$ cat config.mk
export PLATFORM = sky130hd
export DESIGN_NAME = ttb_ctrl
export DESIGN_NICKNAME = d
export VERILOG_FILES = /design/src/ttb_pkg.sv /design/src/ttb_ctrl.sv
export SDC_FILE = /design/constraint.sdc
export NUM_CORES = 1
export LEC_CHECK = 0
export BUFFER_PORTS_ARGS = -buffer_cell sky130_fd_sc_hd__buf_2
export CORE_UTILIZATION = 30
export CTS_CLUSTER_SIZE = 12
export DETAILED_ROUTE_END_ITERATION = 10
export PLACE_DENSITY_LB_ADDON = 0.12
export SLEW_MARGIN = 20
export SYNTH_ARGS = -nofsm -noshare
export SYNTH_HDL_FRONTEND = slang
export SYNTH_SLANG_ARGS = --single-unit
export TNS_END_PERCENT = 5
$ cat constraint.sdc
create_clock -name aclk -period 3.6 [get_ports aclk]
set_input_delay 0.54 -clock aclk [delete_from_list [all_inputs] [get_ports aclk]]
set_output_delay 0.54 -clock aclk [all_outputs]
set_load 0.02 [all_outputs]
$ cat src/ttb_pkg.sv
// Package for the triangle tangent basis block: default widths, step codes
// and the controller/datapath command and status types. No dependencies.
package ttb_pkg;

    localparam int DEF_COORD_WIDTH = 32;
    localparam int DEF_FRAC_BITS   = 16;
    localparam int DEF_INDEX_WIDTH = 16;
    localparam int LIMIT_WIDTH     = 31;

    // Product pairs, worked in this order
    localparam logic [2:0] PAIR_DET = 3'd0;
    localparam logic [2:0] PAIR_TX  = 3'd1;
    localparam logic [2:0] PAIR_TY  = 3'd2;
    localparam logic [2:0] PAIR_TZ  = 3'd3;
    localparam logic [2:0] PAIR_BX  = 3'd4;
    localparam logic [2:0] PAIR_BY  = 3'd5;
    localparam logic [2:0] PAIR_BZ  = 3'd6;

    typedef struct packed {
        logic       load_c0;
        logic       load_c1;
        logic       load_c2;
        logic       diff;
        logic       mul_a;
        logic       mul_b;
        logic       sub;
        logic       abs_det;
        logic       check;
        logic       div_start;
        logic       store_res;
        logic       load_fallback;
        logic       load_out;
        logic [2:0] pair;
        logic [1:0] out_sel;
    } ttb_cmd_t;

    typedef struct packed {
        logic degen;
        logic div_done;
    } ttb_sts_t;

endpackage

$ cat src/ttb_ctrl.sv
// Controller: corner collection, product/divide sequencing and the output
// item counter. Drives the datapath through ttb_cmd_t. Uses ttb_pkg.
module ttb_ctrl
    import ttb_pkg::*;
(
    input  logic     aclk,
    input  logic     aresetn,
    input  logic     s_valid,
    output logic     s_ready,
    output logic     m_valid,
    input  logic     m_ready,
    output logic     m_last,
    output ttb_cmd_t cmd,
    input  ttb_sts_t sts
);
    localparam logic [3:0] S_C0    = 4'd0;
    localparam logic [3:0] S_C1    = 4'd1;
    localparam logic [3:0] S_C2    = 4'd2;
    localparam logic [3:0] S_DIFF  = 4'd3;
    localparam logic [3:0] S_MULA  = 4'd4;
    localparam logic [3:0] S_MULB  = 4'd5;
    localparam logic [3:0] S_SUB   = 4'd6;
    localparam logic [3:0] S_ABS   = 4'd7;
    localparam logic [3:0] S_CHK   = 4'd8;
    localparam logic [3:0] S_DEC   = 4'd9;
    localparam logic [3:0] S_DIVGO = 4'd10;
    localparam logic [3:0] S_DIV   = 4'd11;
    localparam logic [3:0] S_WOUT  = 4'd12;

    logic [3:0] state_reg, state_next;
    logic [2:0] pair_reg, pair_next;
    logic       obusy_reg, obusy_next;
    logic [1:0] ocnt_reg, ocnt_next;
    logic       m_fire;

    assign s_ready = (state_reg == S_C0) || (state_reg == S_C1) || (state_reg == S_C2);
    assign m_valid = obusy_reg;
    assign m_last  = (ocnt_reg == 2'd2);
    assign m_fire  = obusy_reg && m_ready;

    always_comb begin
        state_next = state_reg;
        pair_next  = pair_reg;
        obusy_next = obusy_reg;
        ocnt_next  = ocnt_reg;
        cmd        = '0;
        cmd.pair   = pair_reg;
        cmd.out_sel = ocnt_reg;

        if (m_fire) begin
            if (ocnt_reg == 2'd2) begin
                obusy_next = 1'b0;
            end else begin
                ocnt_next = ocnt_reg + 2'd1;
            end
        end

        case (state_reg)
            S_C0: begin
                if (s_valid) begin
                    cmd.load_c0 = 1'b1;
                    state_next = S_C1;
                end
            end
            S_C1: begin
                if (s_valid) begin
                    cmd.load_c1 = 1'b1;
                    state_next = S_C2;
                end
            end
            S_C2: begin
                if (s_valid) begin
                    cmd.load_c2 = 1'b1;
                    state_next = S_DIFF;
                end
            end
            S_DIFF: begin
                cmd.diff   = 1'b1;
                pair_next  = PAIR_DET;
                state_next = S_MULA;
            end
            S_MULA: begin
                cmd.mul_a  = 1'b1;
                state_next = S_MULB;
            end
            S_MULB: begin
                cmd.mul_b  = 1'b1;
                state_next = S_SUB;
            end
            S_SUB: begin
                cmd.sub    = 1'b1;
                state_next = (pair_reg == PAIR_DET) ? S_ABS : S_DIVGO;
            end
            S_ABS: begin
                cmd.abs_det = 1'b1;
                state_next  = S_CHK;
            end
            S_CHK: begin
                cmd.check  = 1'b1;
                state_next = S_DEC;
            end
            S_DEC: begin
                if (sts.degen) begin
                    cmd.load_fallback = 1'b1;
                    state_next = S_WOUT;
                end else begin
                    pair_next  = PAIR_TX;
                    state_next = S_MULA;
                end
            end
            S_DIVGO: begin
                cmd.div_start = 1'b1;
                state_next    = S_DIV;
            end
            S_DIV: begin
                if (sts.div_done) begin
                    cmd.store_res = 1'b1;
                    if (pair_reg == PAIR_BZ) begin
                        state_next = S_WOUT;
                    end else begin
                        pair_next  = pair_reg + 3'd1;
                        state_next = S_MULA;
                    end
                end
            end
            S_WOUT: begin
                if (!obusy_reg) begin
                    cmd.load_out = 1'b1;
                    obusy_next   = 1'b1;
                    ocnt_next    = 2'd0;
                    state_next   = S_C0;
                end
            end
            default: begin
                state_next = S_C0;
            end
        endcase
    end

    always_ff @(posedge aclk) begin
        if (!aresetn) begin
            state_reg <= S_C0;
            pair_reg  <= PAIR_DET;
            obusy_reg <= 1'b0;
            ocnt_reg  <= 2'd0;
        end else begin
            state_reg <= state_next;
            pair_reg  <= pair_next;
            obusy_reg <= obusy_next;
            ocnt_reg  <= ocnt_next;
        end
    end

endmodule

# Word-level counts from Yosys, hierarchy flattened
# Cells that the tools add are included.
dict set report op_classes {
  add_sub_neg 2
  n_eq_ne 21
  n_reduce_logical 8
  n_mux 38
}
# op n
set ops {}
lappend ops {{$pmux 4 s13} 1}
lappend ops {{$mux 4} 8}
lappend ops {{$mux 1} 21}
lappend ops {{$eq 4x4->1 const B} 5}
lappend ops {{$eq 4x3->1 const B} 4}
lappend ops {{$ne 2x2->1 const B} 7}
lappend ops {{$mux 3} 3}
lappend ops {{$pmux 3 s3} 1}
lappend ops {{$eq 4x2->1 const B} 2}
lappend ops {{$mux 2} 4}
lappend ops {{$reduce_and 5->1} 1}
lappend ops {{$eq 4x1->1 const B} 1}
lappend ops {{$logic_not 4->1} 1}
lappend ops {{$reduce_and 4->1} 1}
lappend ops {{$add 3x1->3 const B} 1}
lappend ops {{$eq 3x3->1 const B} 1}
lappend ops {{$logic_not 3->1} 1}
lappend ops {{$reduce_bool 3->1} 1}
lappend ops {{$add 2x1->2 const B} 1}
lappend ops {{$eq 2x2->1 const B} 1}
lappend ops {{$logic_or 1x1->1} 2}
lappend ops {{$logic_and 1x1->1} 1}
dict set report totals {
  regBits 10
  word_cells 73
  output_inout_bits 21
}

# Logic depth before layout (Yosys ltp)
# Gate-level depths: netlist of run 1.
dict set report depth {
  ltp_word 5
  depth_mapped 6
}

# Worst setup path before layout of run 1
# OpenSTA, ideal clock, no wires.
dict set report synth_path {
  kind {reg-to-output}
  start {register state_reg[2]}
  end {output port cmd[15] (netlist bit)}
  stages_incl_launch_ff 4
  arrival_time_ns 1.393
  slack_ns 1.667
  n_path_buf 1
  t_required_ns 3.060
  path_cell_list {dfxtp_1 > buf_6 > nand2b_4 > nor4b_1}
}
# element line
set synth_rtl {}
lappend synth_rtl {{from (decl)} ttb_ctrl.sv:30} ;# logic [3:0] state_reg, state_next;
lappend synth_rtl {{from (signal assigned)} ttb_ctrl.sv:147} ;# state_reg <= state_next;
lappend synth_rtl {{to (decl)} ttb_ctrl.sv:13} ;# output ttb_cmd_t cmd,

==> results of run 1 <==
==> cell usage in the layout (no fill, tap or decap), types with 3 or more instances in the layout <==
cell type,count
nor2_1,18
buf_2,26
a21oi_1,6
a31oi_1,3
and4bb_1,3
nand2_1,8
ha_1,5
nand3_1,4
dfxtp_1,10
clkbuf_4,3
inv_1,7
o21ai_0,3
nand2b_1,5
nor3_1,6
==> path summary, 6_finish.rpt <==
kind	startpoint	end	slack (ns)	depth (start not counted)
max	state_reg[3]$_SDFFE_PN0P_	cmd[7]	1.32	4
max reg2reg	state_reg[3]$_SDFFE_PN0P_	pair_reg[0]$_SDFFE_PN0P_	1.99	4
min	ocnt_reg[0]$_SDFF_PN0_	ocnt_reg[0]$_SDFF_PN0_	0.51	2
min reg2reg	ocnt_reg[0]$_SDFF_PN0_	ocnt_reg[0]$_SDFF_PN0_	0.51	2
==> metal layers <==
metal | vias up | global-route usage [%]
li1 | 443 | -
met1 | 403 | 19.7
met2 | 12 | 21.3
met3 | 2 | 4.92
met4 | 0 | 3.75
met5 | - | 0
==> cells by family (layout without fill, tap and decap cells) <==
logic type	Yosys count	count (layout)	share of synthesized area [%]
and+or+nand+nor	53	53	34.3
adders and majority gates	5	5	7.45
muxes	2	2	2.38
DFF	10	10	23.8
AOI/OAI and AO/OA	25	25	21.9
buffers and inverters	16	39	10.1
==> power by group through the flow <==
stage,Sequential [mW],Clock (mW),Combinational (mW)
2_1_floorplan,0.116,0,0.0435
4_1_cts,0.125,0.109,0.0411
5_1_grt,0.127,0.117,0.0451
3_3_place_gp,0.128,0,0.0410
3_5_place_dp,0.128,0,0.0410
6_report,0.125,0.105,0.0409
==> cell usage after synthesis, types with 2 or more instances <==
master | number | area share, %
a311oi_1 | 2 | 2.1
mux2i_1 | 2 | 2.4
a21oi_1 | 6 | 3.6
and4bb_1 | 3 | 4.5
ha_1 | 5 | 7.5
buf_2 | 2 | 1.2
buf_4 | 4 | 3.6
a31oi_1 | 3 | 2.2
nor2_1 | 18 | 8.0
inv_1 | 7 | 3.1
nand3_1 | 4 | 2.4
nand2b_1 | 5 | 3.7
o21ai_1 | 2 | 1.2
o21ai_0 | 3 | 1.8
nand2_1 | 8 | 3.6
nor3_1 | 6 | 3.6
dfxtp_1 | 10 | 24
and2b_1 | 2 | 1.8
==> cell type report <==
class                   instances  area (µm²)  area share, %
clock buffers                   4        36.3           3.66
inverters                       9        33.8           3.40
multi-input cells              85         554           55.9
flip-flops and latches         10         200           20.2
well taps                      30        37.5           3.78
repair buffers                 26         130           13.1
==> critical path, cell delays in order, from the launching register on <==
cell     delay, ns
dfxtp_1       0.71
nand2_1       0.18
nor2_1        0.25
and2_1        0.16
buf_2         0.15
==> through the flow <==
stage	util, %	hold WS, ns
floorplan	-	0.570
finish	38.6	0.509
global placement	37.2	0.486
CTS	38.6	0.513
detailed placement	37.2	0.502
global route	38.6	0.528
==> results.toml, run 1 <==
[run]
drv_cap = 0

[worst_setup_path]
critical_path_required_ns = 3.06
path_max_fanout = 18
end_kind = "output port"
worstSetupPathType = "flop to output port"
startpoint_type = "flop"
crit_arrival_ns = 1.74

[route]
drt-met1-wl_um = 970
dr.max_layer_used = "met4"
postRouteAntennaNets = 0
via_per_inst = 5.24
avgRoutedWirePerCell_um = 12.2
initialDrtViolationCount = 17
dr_wl_met3_um = 50
route.met2.wl_um = 969
drt_first_pass_iters = 4
routed_wirelength_mm = 2.01
drcViolationCount = 0
vias = 860

[clock_network]
clock_latency_ns = 0.27
root_buffer = "clkbuf_4"
post_cts_resized = 0
post_cts_buffers = 0
cts_tree = "built"
htree_levels = 1
ctsHoldBuffers = 0
cts_buffer_depth = 2
cts_buffers = 3
clkTransAtPathRegs_ns = 0.08
cts.sinks = 10

[cells_and_area]
stdcell_area_um2 = 992
fill_cells = 287
drive_gt1_share_pct = 26.9
num_antenna_cells = 0
final_net_count = 146
syn_to_final_growth_pct = 18.2
largest_reg_flops = 4
instances_no_fill = 164

[grt]
grt_pass1_vias = 631
track_usage_pct = 14.4
grt_pass1_wl_mm = 3.01
antenna_found_initial = 0
grt_max_degree = 21
grt-ovfl-total = 0

[timing]
fin_tns_setup_ns = 0
hold_violations = 0
finalMaxSlewViolations = 0
fin_skew_ns = 0.00345
fmax_mhz = 439
fin_crit_sh_pct = 63.3
fin_crit_ns = 2.28
maxSlewHeadroom_pct = 56.0
rsz0062_at_grt = "false"
worst_slew_pin_slew_ns = 0.659
final-setup-viol-count = 0
fin_ws_ns = 1.32

[place]
gp_congestion = 0.719
hpwl_mm = 1.47
dp_cells = 160
place_ws_ns = 1.67
port_buffers = 26
place_area_um2 = 956

[power_and_ir_drop]
p_per_area_mw_per_mm2 = 274
switching_share_pct = 29.3
power_frac_clock_pct = 38.8
totalPowerFinal_mw = 0.272
comb_power_share_pct = 15.1
power.leakage_nw = 0.435
seq_power_share_pct = 46.1
ir_drop_uv = 234
p_int_mw = 0.192
power_switching_mw = 0.0796

[worst_hold_path]
min-delay-path-class = "flop to flop"

[die]
core-area_mm2 = 0.00257
rows = 18
die_h_um = 54.9
start_util_pct = 32.7
die_x_um = 54.9
io_pins = 27
dieArea_mm2 = 0.00301

[synthesis]
yosysWarningCount = 0
synthArstFlopShare_pct = 0
syn_inst = 111
synth-main-ff-cell = "dfxtp_1"
netlist_area_um2 = 840
ys_seq_elements = 10
synth_edf_count = 0
ys_seq_area_share_pct = 23.8
yosysUniqueCellTypes = 37
syn_nets = 122
syn_avg_cell_area_um2 = 7.56

[outcome]
outcome = "finished, final reports clean"
Power figures use the tool's default switching activity.
==> inputs of run 2 (changes only) <==
==> constraint.sdc (replaced) <==
create_clock -name aclk -period 1.85 [get_ports aclk]
set_input_delay 0.2775 -clock aclk [delete_from_list [all_inputs] [get_ports aclk]]
set_output_delay 0.2775 -clock aclk [all_outputs]
set_load 0.02 [all_outputs]
==> run 2 against run 1 <==
Largest power group unchanged. Via count increased by 0.93%. Non-clock buffer count grew 2. Global-route usage rose by 0.86 points. Die area did not move. Total power grew 95%. Critical path depth decreased by 1. Clock skew rose by 0.0063 ns. Clock-buffer cell count unchanged. Highest routed layer unchanged. Combinational power up 96%.
==> results.toml, run 2 (synthesis results as in run 1) <==
[clock_network]
ctsHoldBuffers = 0
cts_tree = "built"
clock_latency_ns = 0.27
clkTransAtPathRegs_ns = 0.08
root_buffer = "clkbuf_4"
htree_levels = 1
cts_buffers = 3
cts_buffer_depth = 2
cts.sinks = 10

[power_and_ir_drop]
power_frac_clock_pct = 38.7
p_int_mw = 0.375
power.leakage_nw = 0.447
totalPowerFinal_mw = 0.530
switching_share_pct = 29.1
ir_drop_uv = 389
seq_power_share_pct = 46.1
comb_power_share_pct = 15.2
p_per_area_mw_per_mm2 = 525
power_switching_mw = 0.154

[route]
postRouteAntennaNets = 0
routed_wirelength_mm = 2.06
via_per_inst = 5.23
drcViolationCount = 0
drt_first_pass_iters = 4
avgRoutedWirePerCell_um = 12.4
vias = 868
initialDrtViolationCount = 21

[timing]
hold_violations = 0
worst_slew_pin_slew_ns = 0.380
fmax_mhz = 571
rsz0062_at_grt = "false"
fin_crit_ns = 1.75
finalMaxSlewViolations = 0
fin_crit_sh_pct = 94.7
fin_skew_ns = 0.00974
maxSlewHeadroom_pct = 74.6
final-setup-viol-count = 0
fin_tns_setup_ns = 0

[worst_setup_path]
crit_arrival_ns = 1.47
critical_path_required_ns = 1.57
rr_endpoint = "pair_reg[0]$_SDFFE_PN0P_"
end_kind = "output port"
r2r_slack_ns = 0.32
slowest_stage = "dfxtp_2"
r2r_start = "pair_reg[0]$_SDFFE_PN0P_"
path_max_fanout = 20
critPathTopFamily = "flip-flops"
critPathMaxStageDelay_ns = 0.56
path_cells = "nand2b_4 > nor4b_1 > buf_2"
worstSetupPathType = "flop to output port"
crit_buf_inv = 1
reg2reg_depth = 6
startpoint_type = "flop"

[die]
dieArea_mm2 = 0.00301
io_pins = 27
die_x_um = 54.9
rows = 18
core-area_mm2 = 0.00257
die_h_um = 54.9
start_util_pct = 32.7

[worst_hold_path]
min-delay-path-class = "input port to flop"
hold_start = "m_ready"
min_to = "m_valid$_SDFF_PN0_"
hold_depth = 2

[place]
port_buffers = 26
hpwl_mm = 1.53
gp_congestion = 0.731

[cells_and_area]
largest_reg_flops = 4
final_common_cell = "buf_2"
final_net_count = 148
final_cell_mix = "buf_2, nor2_1, nand2_1, dfxtp_1, inv_1"
num_antenna_cells = 0
syn_to_final_growth_pct = 20.3
drive_gt1_share_pct = 29.4

[grt]
track_usage_pct = 15.2
antenna_found_initial = 0
grt_pass1_wl_mm = 3.21
grt_max_degree = 21
grt-ovfl-total = 0
grt_pass1_vias = 714

[run]
drv_cap = 0

[outcome]
outcome = "finished, final reports clean"
-- run 2: cell count changes in the layout (fill, tap and decap cells not counted), sizes merged --
cell	before	now
buf	26	28
-- run 2: power groups by stage --
stage          Clock (mW)  Sequential (mW)  Combinational, mW
6_report            0.205            0.244             0.0803
5_1_grt             0.224            0.246             0.0881
4_1_cts             0.215            0.244             0.0816
3_5_place_dp            0            0.248             0.0811
3_3_place_gp            0            0.247             0.0810
2_1_floorplan           0            0.227             0.0847
-- run 2: final cells by class --
cell class | instances | area (µm²)
Inverter | 9 | 33.8
Tap cell | 30 | 37.5
Sequential cell | 10 | 203
Clock buffer | 4 | 36.3
Multi-Input combinational cell | 85 | 554
Timing Repair Buffer | 28 | 145
Fill cell | 301 | 1560
-- run 2: what timing repair did --
item,in CTS,in global routing
setup endpoints to repair,3,0
gates resized for setup,2,0
buffers inserted,0,0
-- run 2: routing by layer --
metal	GRT usage (%)	routed length [µm]
met5	0	0
met4	3.75	12
met3	4.92	104
met1	19.4	959
met2	24.7	979
-- run 2: worst max-delay path by stage --
stage	startpoint	to	slack (ns)	cells after the start
final	state_reg[1]$_SDFFE_PN0P_	cmd[15]	0.1	3
after global routing	state_reg[1]$_SDFFE_PN0P_	cmd[15]	0.006	3
after CTS	state_reg[1]$_SDFFE_PN0P_	cmd[15]	0.07	3
after detailed placement	state_reg[1]$_SDFFE_PN0P_	cmd[15]	0.15	3
after global placement	state_reg[1]$_SDFFE_PN0P_	state_reg[2]$_SDFFE_PN0P_	0.24	4
after floorplan	state_reg[2]$_SDFFE_PN0P_	cmd[15]	0.18	3
-- run 2: through the flow --
step | cell area (µm²) | worst slack (ns) | util, % | cells | hold WS [ns]
final | 1010 | 0.0979 | 39.3 | 166 | 0.255
after detailed placement | 971 | 0.154 | 37.8 | 162 | 0.499
after floorplan | 840 | 0.180 | - | 111 | 0.389
after global placement | 971 | 0.240 | 37.8 | 162 | 0.488
after global routing | 1010 | 0.00617 | 39.3 | 166 | 0.270
after CTS | 1010 | 0.0700 | 39.3 | 166 | 0.248
